### src/rtl/pfc_pkg.sv
// Shared types and format codes for the pixel format converter.
// No dependencies; compiled first.
package pfc_pkg;

	// Packed pixel format codes
	typedef logic [1:0] fmt_t;
	localparam fmt_t FMT_565  = 2'd0;
	localparam fmt_t FMT_5551 = 2'd1;
	localparam fmt_t FMT_4444 = 2'd2;
	localparam fmt_t FMT_8888 = 2'd3;

	// Configuration register indexes
	typedef logic cfg_idx_t;
	localparam cfg_idx_t REG_SRC_FORMAT = 1'b0;
	localparam cfg_idx_t REG_DST_FORMAT = 1'b1;

	localparam int PIX_W = 32;
	typedef logic [PIX_W-1:0] pix_t;
	typedef logic [7:0] chan_t;

	// One pixel with every channel widened to 8 bits
	typedef struct packed {
		chan_t alpha;
		chan_t c2;
		chan_t c1;
		chan_t c0;
	} argb_t;

endpackage

### src/rtl/pfc_if.sv
// Valid/ready channel interfaces for source pixels and converted pixels.
// Depends on pfc_pkg.
interface pfc_in_if;
	logic          valid;
	logic          ready;
	pfc_pkg::pix_t pixel_in;

	modport source (output valid, output pixel_in, input ready);
	modport sink (input valid, input pixel_in, output ready);
endinterface

interface pfc_out_if;
	logic          valid;
	logic          ready;
	pfc_pkg::pix_t pixel_out;

	modport source (output valid, output pixel_out, input ready);
	modport sink (input valid, input pixel_out, output ready);
endinterface

### src/rtl/pfc_unpack.sv
// Splits a source pixel into its channels and widens each to 8 bits.
// Depends on pfc_pkg.
module pfc_unpack (
	input  pfc_pkg::fmt_t  fmt,
	input  pfc_pkg::pix_t  pixel,
	output pfc_pkg::argb_t chans
);
	import pfc_pkg::*;

	// Widening repeats the top bits into the new low bits
	function automatic chan_t wid5(input logic [4:0] v);
		return {v, v[4:2]};
	endfunction

	function automatic chan_t wid6(input logic [5:0] v);
		return {v, v[5:4]};
	endfunction

	function automatic chan_t wid4(input logic [3:0] v);
		return {v, v};
	endfunction

	// Format decode; upper half ignored for 16-bit formats
	always_comb begin
		unique case (fmt)
			FMT_565: begin
				chans.c0    = wid5(pixel[4:0]);
				chans.c1    = wid6(pixel[10:5]);
				chans.c2    = wid5(pixel[15:11]);
				chans.alpha = 8'hff;
			end
			FMT_5551: begin
				chans.c0    = wid5(pixel[4:0]);
				chans.c1    = wid5(pixel[9:5]);
				chans.c2    = wid5(pixel[14:10]);
				chans.alpha = {8{pixel[15]}};
			end
			FMT_4444: begin
				chans.c0    = wid4(pixel[3:0]);
				chans.c1    = wid4(pixel[7:4]);
				chans.c2    = wid4(pixel[11:8]);
				chans.alpha = wid4(pixel[15:12]);
			end
			default: begin
				chans.c0    = pixel[7:0];
				chans.c1    = pixel[15:8];
				chans.c2    = pixel[23:16];
				chans.alpha = pixel[31:24];
			end
		endcase
	end

endmodule

### src/rtl/pixel_format_convert.sv
// Pixel format converter top level: config registers, three-stage pipeline, repack.
// Depends on pfc_pkg, pfc_if and pfc_unpack.
//
//   port    | direction | payload       | handshake
//   --------+-----------+---------------+---------------------------
//   pix     | sink      | pixel_in[31:0]  | valid/ready
//   conv    | source    | pixel_out[31:0] | valid/ready
//   cfg_*   | sink      | index, data[1:0]| write enable, no wait
//
// One word per clock sustained while conv.ready holds; each word passes the input,
// unpack and repack registers in turn. Each stage advances when it is empty or the
// stage after it advances, so a stall holds every word in place and bubbles
// are squeezed out. Reset clears the valid bits and sets both formats to 8888.
module pixel_format_convert (
	input  logic                clk,
	input  logic                arst_n,
	input  logic                cfg_we,
	input  pfc_pkg::cfg_idx_t   cfg_index,
	input  pfc_pkg::fmt_t       cfg_wdata,
	pfc_in_if.sink              pix,
	pfc_out_if.source           conv
);
	import pfc_pkg::*;

	fmt_t   src_format_q, dst_format_q;

	logic   vld_s1, vld_s2, vld_s3;
	logic   adv_s1, adv_s2, adv_s3;
	pix_t   pixel_s1;
	fmt_t   src_s1, dst_s1, dst_s2;
	argb_t  chans_s2, chans_w;
	pix_t   packed_w, pixel_s3;

	// Configuration registers
	always_ff @(posedge clk or negedge arst_n) begin
		if (!arst_n) begin
			src_format_q <= FMT_8888;
			dst_format_q <= FMT_8888;
		end else if (cfg_we) begin
			unique case (cfg_index)
				REG_SRC_FORMAT: src_format_q <= cfg_wdata;
				REG_DST_FORMAT: dst_format_q <= cfg_wdata;
				default: ;
			endcase
		end
	end

	// Stall chain
	assign adv_s3    = !vld_s3 || conv.ready;
	assign adv_s2    = !vld_s2 || adv_s3;
	assign adv_s1    = !vld_s1 || adv_s2;
	assign pix.ready = adv_s1;

	// Valid bits
	always_ff @(posedge clk or negedge arst_n) begin
		if (!arst_n) begin
			vld_s1 <= 1'b0;
			vld_s2 <= 1'b0;
			vld_s3 <= 1'b0;
		end else begin
			if (adv_s1) vld_s1 <= pix.valid;
			if (adv_s2) vld_s2 <= vld_s1;
			if (adv_s3) vld_s3 <= vld_s2;
		end
	end

	// Stage 1: capture word and formats
	always_ff @(posedge clk) begin
		if (adv_s1 && pix.valid) begin
			pixel_s1 <= pix.pixel_in;
			src_s1   <= src_format_q;
			dst_s1   <= dst_format_q;
		end
	end

	pfc_unpack u_unpack (
		.fmt   (src_s1),
		.pixel (pixel_s1),
		.chans (chans_w)
	);

	// Stage 2: widened channels
	always_ff @(posedge clk) begin
		if (adv_s2 && vld_s1) begin
			chans_s2 <= chans_w;
			dst_s2   <= dst_s1;
		end
	end

	// Narrow to the destination widths and pack
	always_comb begin
		unique case (dst_s2)
			FMT_565: packed_w = {16'h0000, chans_s2.c2[7:3], chans_s2.c1[7:2],
				chans_s2.c0[7:3]};
			FMT_5551: packed_w = {16'h0000, chans_s2.alpha[7], chans_s2.c2[7:3],
				chans_s2.c1[7:3], chans_s2.c0[7:3]};
			FMT_4444: packed_w = {16'h0000, chans_s2.alpha[7:4], chans_s2.c2[7:4],
				chans_s2.c1[7:4], chans_s2.c0[7:4]};
			default: packed_w = {chans_s2.alpha, chans_s2.c2, chans_s2.c1,
				chans_s2.c0};
		endcase
	end

	// Stage 3: output register
	always_ff @(posedge clk) begin
		if (adv_s3 && vld_s2) begin
			pixel_s3 <= packed_w;
		end
	end

	assign conv.valid     = vld_s3;
	assign conv.pixel_out = pixel_s3;

endmodule

### src/flat_wrapper.sv
// flat-port wrapper written by rule: the top's interface ports become plain ports
module pixel_format_convert_flat import pfc_pkg::*;
  (clk, arst_n, cfg_we, cfg_index, cfg_wdata, pix_valid, pix_pixel_in, pix_ready, conv_valid, conv_pixel_out, conv_ready);
  pfc_in_if pix_i ();
  pfc_out_if conv_i ();
  input  logic clk;
  input  logic arst_n;
  input  logic cfg_we;
  input  pfc_pkg::cfg_idx_t cfg_index;
  input  pfc_pkg::fmt_t cfg_wdata;
  input wire logic [$bits(pix_i.valid)-1:0] pix_valid;
  input wire logic [$bits(pix_i.pixel_in)-1:0] pix_pixel_in;
  output wire logic [$bits(pix_i.ready)-1:0] pix_ready;
  output wire logic [$bits(conv_i.valid)-1:0] conv_valid;
  output wire logic [$bits(conv_i.pixel_out)-1:0] conv_pixel_out;
  input wire logic [$bits(conv_i.ready)-1:0] conv_ready;
  assign pix_i.valid = pix_valid;
  assign pix_i.pixel_in = pix_pixel_in;
  assign pix_ready = pix_i.ready;
  assign conv_valid = conv_i.valid;
  assign conv_pixel_out = conv_i.pixel_out;
  assign conv_i.ready = conv_ready;
  pixel_format_convert u_core (.clk(clk), .arst_n(arst_n), .cfg_we(cfg_we), .cfg_index(cfg_index), .cfg_wdata(cfg_wdata), .pix(pix_i), .conv(conv_i));
endmodule
### config.mk
export PLATFORM = sky130hd
export DESIGN_NAME = pixel_format_convert_flat
export DESIGN_NICKNAME = d
export VERILOG_FILES = /design/src/rtl/pfc_pkg.sv /design/src/rtl/pfc_if.sv /design/src/rtl/pfc_unpack.sv /design/src/rtl/pixel_format_convert.sv /design/src/flat_wrapper.sv
export SDC_FILE = /design/constraint.sdc
export NUM_CORES = 1
export LEC_CHECK = 0
export BUFFER_PORTS_ARGS = -buffer_cell sky130_fd_sc_hd__buf_2
export CORE_ASPECT_RATIO = 0.75
export CORE_MARGIN = 4
export CORE_UTILIZATION = 35
export DETAILED_ROUTE_END_ITERATION = 10
export GPL_ROUTABILITY_DRIVEN = 0
export PLACE_DENSITY = 0.6
export SLEW_MARGIN = 20
export SYNTH_ARGS = -nofsm -noshare
export SYNTH_HDL_FRONTEND = slang
export SYNTH_SLANG_ARGS = --single-unit
export TNS_END_PERCENT = 20
### constraint.sdc
create_clock -name clk -period 3.1 [get_ports clk]
set_input_delay 0 -clock clk [delete_from_list [all_inputs] [get_ports clk]]
set_output_delay 0 -clock clk [all_outputs]
set_load 0.01 [all_outputs]
==> impl_metrics.tcl, run 1 <==
set metrics [dict create \
    io_buffers 73 \
    r2r-start "u_core.src_s1[0]" \
    drive_above_1_share_pct 36.9 \
    drv_cap 0 \
    dieArea_sq_um 14900 \
    wl_mm 8.47 \
    slew_viol_final 0 \
    endpoint_kind "flop" \
    clk_pin_slew_ns 0.07 \
    ant_nets 0 \
    grt_antenna_before_repair 0 \
    crit_type "reg2reg" \
    vdd_ir_drop_max_v 0.000281 \
    hold_class "in2reg" \
    fin_skew_ns 0.0101 \
    start_kind "flop" \
    synthTopCellsByCount "edfxtp_1, mux2i_1, mux4_2" \
    fp-row-count 35 \
    cts_max_level 3 \
    arrival_ns 2.02 \
    whs_ns 0.0272 \
    status "complete, no violations" \
    clock_latency_ns 0.35 \
    synth.most_common_cell "edfxtp_1" \
    die_y_um 107 \
    grt_remaining_overflow 0 \
    fin_tns_setup_ns 0 \
    yosysSeqAreaShare_pct 71.1 \
    io_pins 74 \
    slew_headroom_pct 35.7 \
    regToRegEndpoint "u_core.chans_s2[28]" \
    synth.net_count 274 \
    dp_hpwl_mm 5.92 \
    hold_depth 3 \
    rsz0062_at_grt "no" \
    crit_start "u_core.src_s1[0]" \
    worst-path-max-fanout 19 \
    fin_crit_sh_pct 62.2 \
    clock-sinks 109 \
    nFillCells 1108 \
    holdPathEnd "u_core.dst_format_q[0]" \
    min_period_ns 1.93 \
    cts_buffer_depth 2 \
    clockRootBuffer "clkbuf_16" \
    grt_usage_pct 11.8 \
    ys_types 22 \
    hp-start "cfg_index" \
    synth.ff_latch_count 109 \
    antenna_cells 0 \
    grt_pass1_wl_mm 13.5 \
    async_flop_share_pct 6.42 \
    p_leak_nw 2.17 \
    via_per_inst 4.70 \
    cts_buffers 9 \
    worst-endpoint-required_ns 3.19 \
    worst_pin_slew_ns 0.965 \
    synthTopCellsByArea "edfxtp_1, mux4_2, mux2i_1" \
    cts_resized 0 \
    area.growth.synth_to_final_pct 25.8 \
    drc 0 \
    synth.avg_cell_area_sq_um 19.5 \
    setup_viol 0 \
    syn_inst 234 \
    r2r_slack_ns 1.17 \
    drt-initial-drc-count 187 \
    firstDrtPassIters 4 \
    fp.coreArea_sq_um 12500 \
    wl_per_cell_um 16.3 \
    synth_flop_cell "edfxtp_1" \
    final-hold-violation-count 0 \
    start_util_pct 36.4 \
    power.density_nw_per_um2 604 \
    grt_max_degree 37 \
    cts_tree "done" \
    die_w_um 140 \
    first_global_vias 2490 \
    synth_top_area_share_pct 67.2 \
    synth_area_leader_cell "edfxtp_1" \
    final_nets 390 \
    reg2reg_depth 3 \
    synthesis.area_sq_um 4560 \
    ys.warnings.count 0 \
    synth-edff-count 102 \
    num_vias 2451 \
    max_freq_mhz 519 \
]
worst max path at each step:
stage | cells past startpoint | to | slack, ns
finish | 3 | u_core.chans_s2[28] | 1.17
CTS | 3 | u_core.chans_s2[28] | 1.13
floorplan | 2 | u_core.dst_s1[0] | 1.17
detailed placement | 3 | u_core.chans_s2[28] | 1.13
global route | 3 | u_core.chans_s2[28] | 1.02
global placement | 3 | u_core.chans_s2[28] | 1.20
placed cells by master, fill, tap and decap left out, types with 2 or more instances in the layout:
master and count:
and3_1 16, dfstp_2 4, clkinvlp_4 2, nand2b_1 5
dfrtp_1 3, buf_4 9, dlygate4sd3_1 38, nor2_1 10
inv_6 2, mux2i_1 21, edfxtp_1 102, buf_2 73
mux4_2 21, a21oi_1 18, mux2_2 8, clkbuf_16 9
mux4_1 4, and2_1 3
registers in the layout, summed over array words and instances (netlist names):
name	cells
u_core.conv.valid	1
u_core.vld_s1	1
u_core.dst_s1	2
u_core.dst_format_q	2
u_core.src_format_q	2
u_core.dst_s2	2
u_core.conv.pixel_out	32
u_core.vld_s2	1
u_core.pixel_s1	32
u_core.src_s1	2
u_core.chans_s2	32
repair_timing:
| item | CTS | global route |
|---|---|---|
| endpoints found under the hold margin | 46 | 0 |
| hold buffers | 38 | 0 |
| setup buffers | 0 | 0 |
| setup endpoints to repair | 0 | 0 |
report_power, final:
group / total [mW] / leakage, nW / internal, mW / switching (mW)
Clock: 1.05 / 0.130 / 0.547 / 0.506
Combinational: 0.457 / 0.985 / 0.256 / 0.201
Sequential: 1.96 / 1.06 / 1.83 / 0.125
Total: 3.47 / 2.17 / 2.63 / 0.831
worst max-delay path, stage by stage, from the launching register on:
cell	delay (ns)
edfxtp_1	0.94
buf_4	0.33
mux2i_1	0.28
a21oi_1	0.12
layer usage:
| layer | GRT usage [%] | wire length, um | part of all wire (%) |
|---|---|---|---|
| met1 | 18.0 | 4420 | 52 |
| met2 | 16.0 | 3480 | 41 |
| met3 | 3.70 | 480 | 5.7 |
| met4 | 3.73 | 95 | 1.1 |
| met5 | 0 | 0 | 0 |
stage by stage:
| step | cells | total power [mW] | instance area (sq um) | utilization, % | setup slack, ns |
|---|---|---|---|---|---|
| final | 521 | 3.47 | 5730 | 45.8 | 1.17 |
| after global placement | 467 | 2.40 | 5080 | 40.5 | 1.20 |
| after global routing | 521 | 3.62 | 5730 | 45.8 | 1.02 |
| after detailed placement | 467 | 2.41 | 5080 | 40.5 | 1.13 |
| after CTS | 521 | 3.51 | 5730 | 45.8 | 1.13 |
| after floorplan | 234 | 2.25 | 4560 | - | 1.17 |
layout make-up:
type,instances,area [sq um],share of cell area (%)
Sequential cell,109,3240,56.6
Multi-Input combinational cell,110,1190,20.8
Timing Repair Buffer,120,813,14.2
Clock buffer,9,225,3.93
Tap cell,166,208,3.62
Clock inverter,7,50.0,0.873
cell families (layout without fill, tap and decap cells):
logic type             after synthesis  count (layout)  share of synthesized area, %
DFF                                109             109                          71.1
muxes                               54              54                          19.3
and+or+nand+nor                     38              38                          4.97
AOI/OAI and AO/OA                   18              18                          1.98
buffers and inverters               15             136                          2.66
Power figures use the tool's default switching activity.
==> run 2: changes to the inputs <==
==> constraint.sdc (replaced) <==
create_clock -name clk -period 1.91 [get_ports clk]
set_input_delay 0 -clock clk [delete_from_list [all_inputs] [get_ports clk]]
set_output_delay 0 -clock clk [all_outputs]
set_load 0.01 [all_outputs]
==> run 2 against run 1 <==
First-iteration DRC count fell by 1.6%. Combinational power rose by 75%. Count of clock-buffer cells in the layout did not move. Clock power rose by 75%.
==> impl_metrics.tcl, run 2 (synthesis gave the netlist of run 1 again) <==
set metrics [dict create \
    cts_buffer_depth 2 \
    cts_buffers 9 \
    worst-endpoint-required_ns 1.98 \
    fin_tns_setup_ns 0 \
    dp_hpwl_mm 5.81 \
    grt_remaining_overflow 0 \
    mostFrequentLayoutCell "edfxtp_1" \
    fp.coreArea_sq_um 12500 \
    fin_skew_ns 0.0100 \
    drt-initial-drc-count 184 \
    setup_viol 0 \
    die_w_um 140 \
    regToRegEndpoint "u_core.chans_s2[25]" \
    crit_type "reg2reg" \
    endpoint_kind "flop" \
    drc 0 \
    num_vias 2395 \
    start_util_pct 36.4 \
    start_kind "flop" \
    ant_nets 0 \
    via_per_inst 4.59 \
    r2r-start "u_core.src_s1[1]" \
    io_pins 74 \
    grt_max_degree 37 \
    wl_per_cell_um 15.7 \
    clock_latency_ns 0.34 \
    grt_usage_pct 11.4 \
    die_y_um 107 \
    final_nets 391 \
    clock-sinks 109 \
    post-route-util_pct 46.2 \
    vdd_ir_drop_max_v 0.000483 \
    clk_pin_slew_ns 0.07 \
    power.density_nw_per_um2 994 \
    antenna_cells 0 \
    cts_max_level 3 \
    io_buffers 73 \
    top_layer_used "met4" \
    final-hold-violation-count 0 \
    reg2reg_depth 3 \
    cts_tree "done" \
    layout_common_cells "edfxtp_1, buf_2, dlygate4sd3_1, mux4_2, mux2i_1" \
    firstDrtPassIters 4 \
    area.growth.synth_to_final_pct 27.0 \
    clockRootBuffer "clkbuf_16" \
    crit_start "u_core.src_s1[1]" \
    max_freq_mhz 613 \
    slew_headroom_pct 63.2 \
    rsz0062_at_grt "no" \
    p_leak_nw 2.20 \
    wl_met3_um 446 \
    worst_pin_slew_ns 0.552 \
    worst_slack_ns 0.279 \
    drive_above_1_share_pct 37.4 \
    drv_cap 0 \
    wl_met1_mm 4.36 \
    fp-row-count 35 \
    dieArea_sq_um 14900 \
    status "complete, no violations" \
    hold_class "in2async" \
    slew_viol_final 0 \
    worst-path-max-fanout 14 \
    min_period_ns 1.63 \
    route.met2.wl_mm 3.30 \
    r2r_slack_ns 0.28 \
    grt_antenna_before_repair 0 \
    grt_pass1_wl_mm 13.0 \
    dp_slack_ns 0.296 \
    first_global_vias 2379 \
    wl_mm 8.21 \
    cts_resized 0 \
    arrival_ns 1.70 \
    fin_crit_sh_pct 85.4 \
]
## run 2: changes by cell type in the layout (fill, tap and decap cells not counted)
cell / delta
and2_1: -1
and2_2: +1
buf_12: +2
buf_4: -1
bufinv_16: +1
clkinv_4: -1
inv_6: -1
inv_8: +1
## run 2: how the worst max path moves through the flow
stage	to	slack (ns)
2_1_floorplan	u_core.chans_s2[0]	0.14
3_3_place_gp	u_core.chans_s2[0]	0.34
3_5_place_dp	u_core.chans_s2[0]	0.30
4_1_cts	u_core.chans_s2[0]	0.29
5_1_grt	u_core.chans_s2[25]	0.18
6_report	u_core.chans_s2[25]	0.28
## run 2: cell type report
class                           count  area (sq um)
Sequential cell                   109          3240
Multi-Input combinational cell    110          1200
Clock buffer                        9           225
Fill cell                        1109          6730
Timing Repair Buffer              121           846
Tap cell                          166           208
Clock inverter                      7          73.8
## run 2: stage by stage
stage | cells | area, sq um | power [mW] | hold WS, ns
after detailed placement | 468 | 5110 | 3.93 | -0.148
after global routing | 522 | 5790 | 6.02 | 0.0189
after CTS | 522 | 5790 | 5.84 | 0.00744
after floorplan | 234 | 4560 | 3.65 | -0.296
after global placement | 468 | 5110 | 3.91 | -0.159
final | 522 | 5790 | 5.76 | 0.0206
## run 2: timing repair
action,in CTS,in global routing
hold buffers,38,0
buffers inserted,0,0
hold endpoints to repair,46,0
## run 2: worst max-delay path, cell delays in order, from the launching register on
cell and delay (ns):
edfxtp_1 0.63, buf_4 0.28, nor3b_4 0.33, a21oi_1 0.12
## run 2: per-layer routing
metal  vias to the layer above  global-route usage, %
li1                       1178                      -
met5                         -                      0
met4                         0                   3.32
met2                        65                   14.7
met3                         8                   4.10
met1                      1144                   17.7
## run 2: power breakdown
group          total [mW]  internal, mW  switching, mW
combinational       0.798         0.428          0.371
sequential           3.12          2.97          0.152
clock                1.84          1.02          0.814
==> run 3: changes to the inputs <==
--- a/config.mk
+++ b/config.mk
@@ -8,10 +8,10 @@
 export BUFFER_PORTS_ARGS = -buffer_cell sky130_fd_sc_hd__buf_2
 export CORE_ASPECT_RATIO = 0.75
 export CORE_MARGIN = 4
-export CORE_UTILIZATION = 35
+export CORE_UTILIZATION = 56
 export DETAILED_ROUTE_END_ITERATION = 10
 export GPL_ROUTABILITY_DRIVEN = 0
-export PLACE_DENSITY = 0.6
+export PLACE_DENSITY = 0.85
 export SLEW_MARGIN = 20
 export SYNTH_ARGS = -nofsm -noshare
 export SYNTH_HDL_FRONTEND = slang
==> run 3 against run 2 <==
Via count grew 5.6%. Maximum frequency grew 0.26%. Sequential share of layout area grew 1.8 points. Count of clock-buffer cells in the layout grew 1. Clock skew grew 0.0014 ns. Core utilization grew 25 points.
==> impl_metrics.tcl, run 3 (synthesis gave the netlist of run 1 again) <==
set metrics [dict create \
    clock_latency_ns 0.35 \
    firstDrtPassIters 4 \
    antenna_cells 0 \
    drive_above_1_share_pct 36.6 \
    layout_common_cells "edfxtp_1, buf_2, dlygate4sd3_1, mux4_2, mux2i_1" \
    worst-path-max-fanout 18 \
    clk_pin_slew_ns 0.09 \
    crit_type "reg2reg" \
    dieArea_sq_um 9660 \
    io_buffers 73 \
    ff_latch_area_sq_um 3240 \
    cts_buffers 9 \
    drc 0 \
    cp_cell_sequence "mux4_2" \
    nFillCells 502 \
    start_kind "flop" \
    instances_no_fill 463 \
    route.met2.wl_mm 3.81 \
    ant_nets 0 \
    min_period_ns 1.63 \
    top_layer_used "met4" \
    wl_met3_um 583 \
    slew_viol_final 0 \
    multiInputGateArea_sq_um 1200 \
    grt_remaining_overflow 0 \
    clockRootBuffer "clkbuf_8" \
    grt_pass1_wl_mm 12.9 \
    num_vias 2528 \
    io_pins 74 \
    cts_resized 0 \
    drv_cap 0 \
    cpMaxStageDelayCell "edfxtp_1" \
    power.density_nw_per_um2 926 \
    fin_skew_ns 0.0114 \
    crit_path_max_incr_delay_ns 0.79 \
    fin_crit_sh_pct 85.2 \
    fp-row-count 28 \
    fin_tns_setup_ns 0 \
    wl_mm 7.89 \
    cts_tree "done" \
    wl_per_cell_um 17.0 \
    grt_usage_pct 17.5 \
    mostFrequentLayoutCell "edfxtp_1" \
    final-hold-violation-count 0 \
    grt_max_degree 37 \
    clock-sinks 109 \
    worst-endpoint-required_ns 2.01 \
    start_util_pct 57.6 \
    max_freq_mhz 615 \
    die_w_um 112 \
    cp_num_buf_inv 0 \
    die_y_um 86.1 \
    critPathTopFamily "flip-flops" \
    first_global_vias 2409 \
    fp.coreArea_sq_um 7920 \
    p_leak_nw 2.15 \
    endpoint_kind "flop" \
    final_nets 394 \
    dp.cells 408 \
    post-route-util_pct 70.9 \
    status "complete, no violations" \
    rsz0062_at_grt "no" \
    via_per_inst 5.46 \
    vdd_ir_drop_max_v 0.000581 \
    dp_hpwl_mm 5.28 \
    arrival_ns 1.72 \
    area.growth.synth_to_final_pct 23.1 \
    whs_ns 0.0305 \
    grt_antenna_before_repair 0 \
    wl_met1_mm 3.42 \
    setup_viol 0 \
    cts_buffer_depth 2 \
    cts_max_level 3 \
    hold_class "in2reg" \
    worst_pin_slew_ns 0.672 \
    drt-initial-drc-count 144 \
    slew_headroom_pct 55.2 \
]
==> run 3: cell type report <==
| class | count | area share [%] |
|---|---|---|
| clock buffers | 10 | 2.27 |
| clock inverters | 5 | 0.936 |
| multi-input cells | 110 | 21.3 |
| flip-flops and latches | 109 | 57.8 |
| well taps | 105 | 2.34 |
| repair buffers | 124 | 15.3 |
==> run 3: what timing repair did <==
item,in CTS,in global routing
endpoints found under the hold margin,46,0
hold buffers,40,0
buffers inserted,0,0
==> run 3: final timing paths <==
kind	start	to	slack, ns	cells past startpoint
max reg2reg	u_core.dst_s2[0]	u_core.conv.pixel_out[14]	0.28	1
min in group asynchronous	arst_n	u_core.vld_s1	0.57	3
min	cfg_we	u_core.src_format_q[0]	0.03	3
max in group asynchronous	arst_n	u_core.conv.valid	0.62	4
min reg2reg	u_core.dst_s1[0]	u_core.dst_s2[0]	0.45	0
max	u_core.dst_s2[0]	u_core.conv.pixel_out[14]	0.28	1
==> run 3: layer usage <==
metal / track usage (%) / vias to the layer above
li1: - / 1186
met1: 25.2 / 1232
met2: 27.4 / 105
met3: 3.95 / 5
met4: 4.91 / 0
met5: 0 / -
==> run 3: power by group <==
part	switching (mW)	total (mW)	leakage [nW]	internal [mW]
Sequential	0.164	3.13	1.06	2.97
Clock	0.692	1.28	0.0835	0.591
Combinational	0.355	0.783	1.01	0.428
Total	1.21	5.20	2.15	3.99
==> run 3: through the flow <==
step / setup slack, ns / instance area [sq um] / total power [mW]
3_3_place_gp: 0.338 / 5030 / 3.88
2_1_floorplan: 0.135 / 4560 / 3.65
3_5_place_dp: 0.268 / 5030 / 3.91
6_report: 0.283 / 5610 / 5.20
5_1_grt: 0.162 / 5610 / 5.44
4_1_cts: 0.269 / 5610 / 5.23
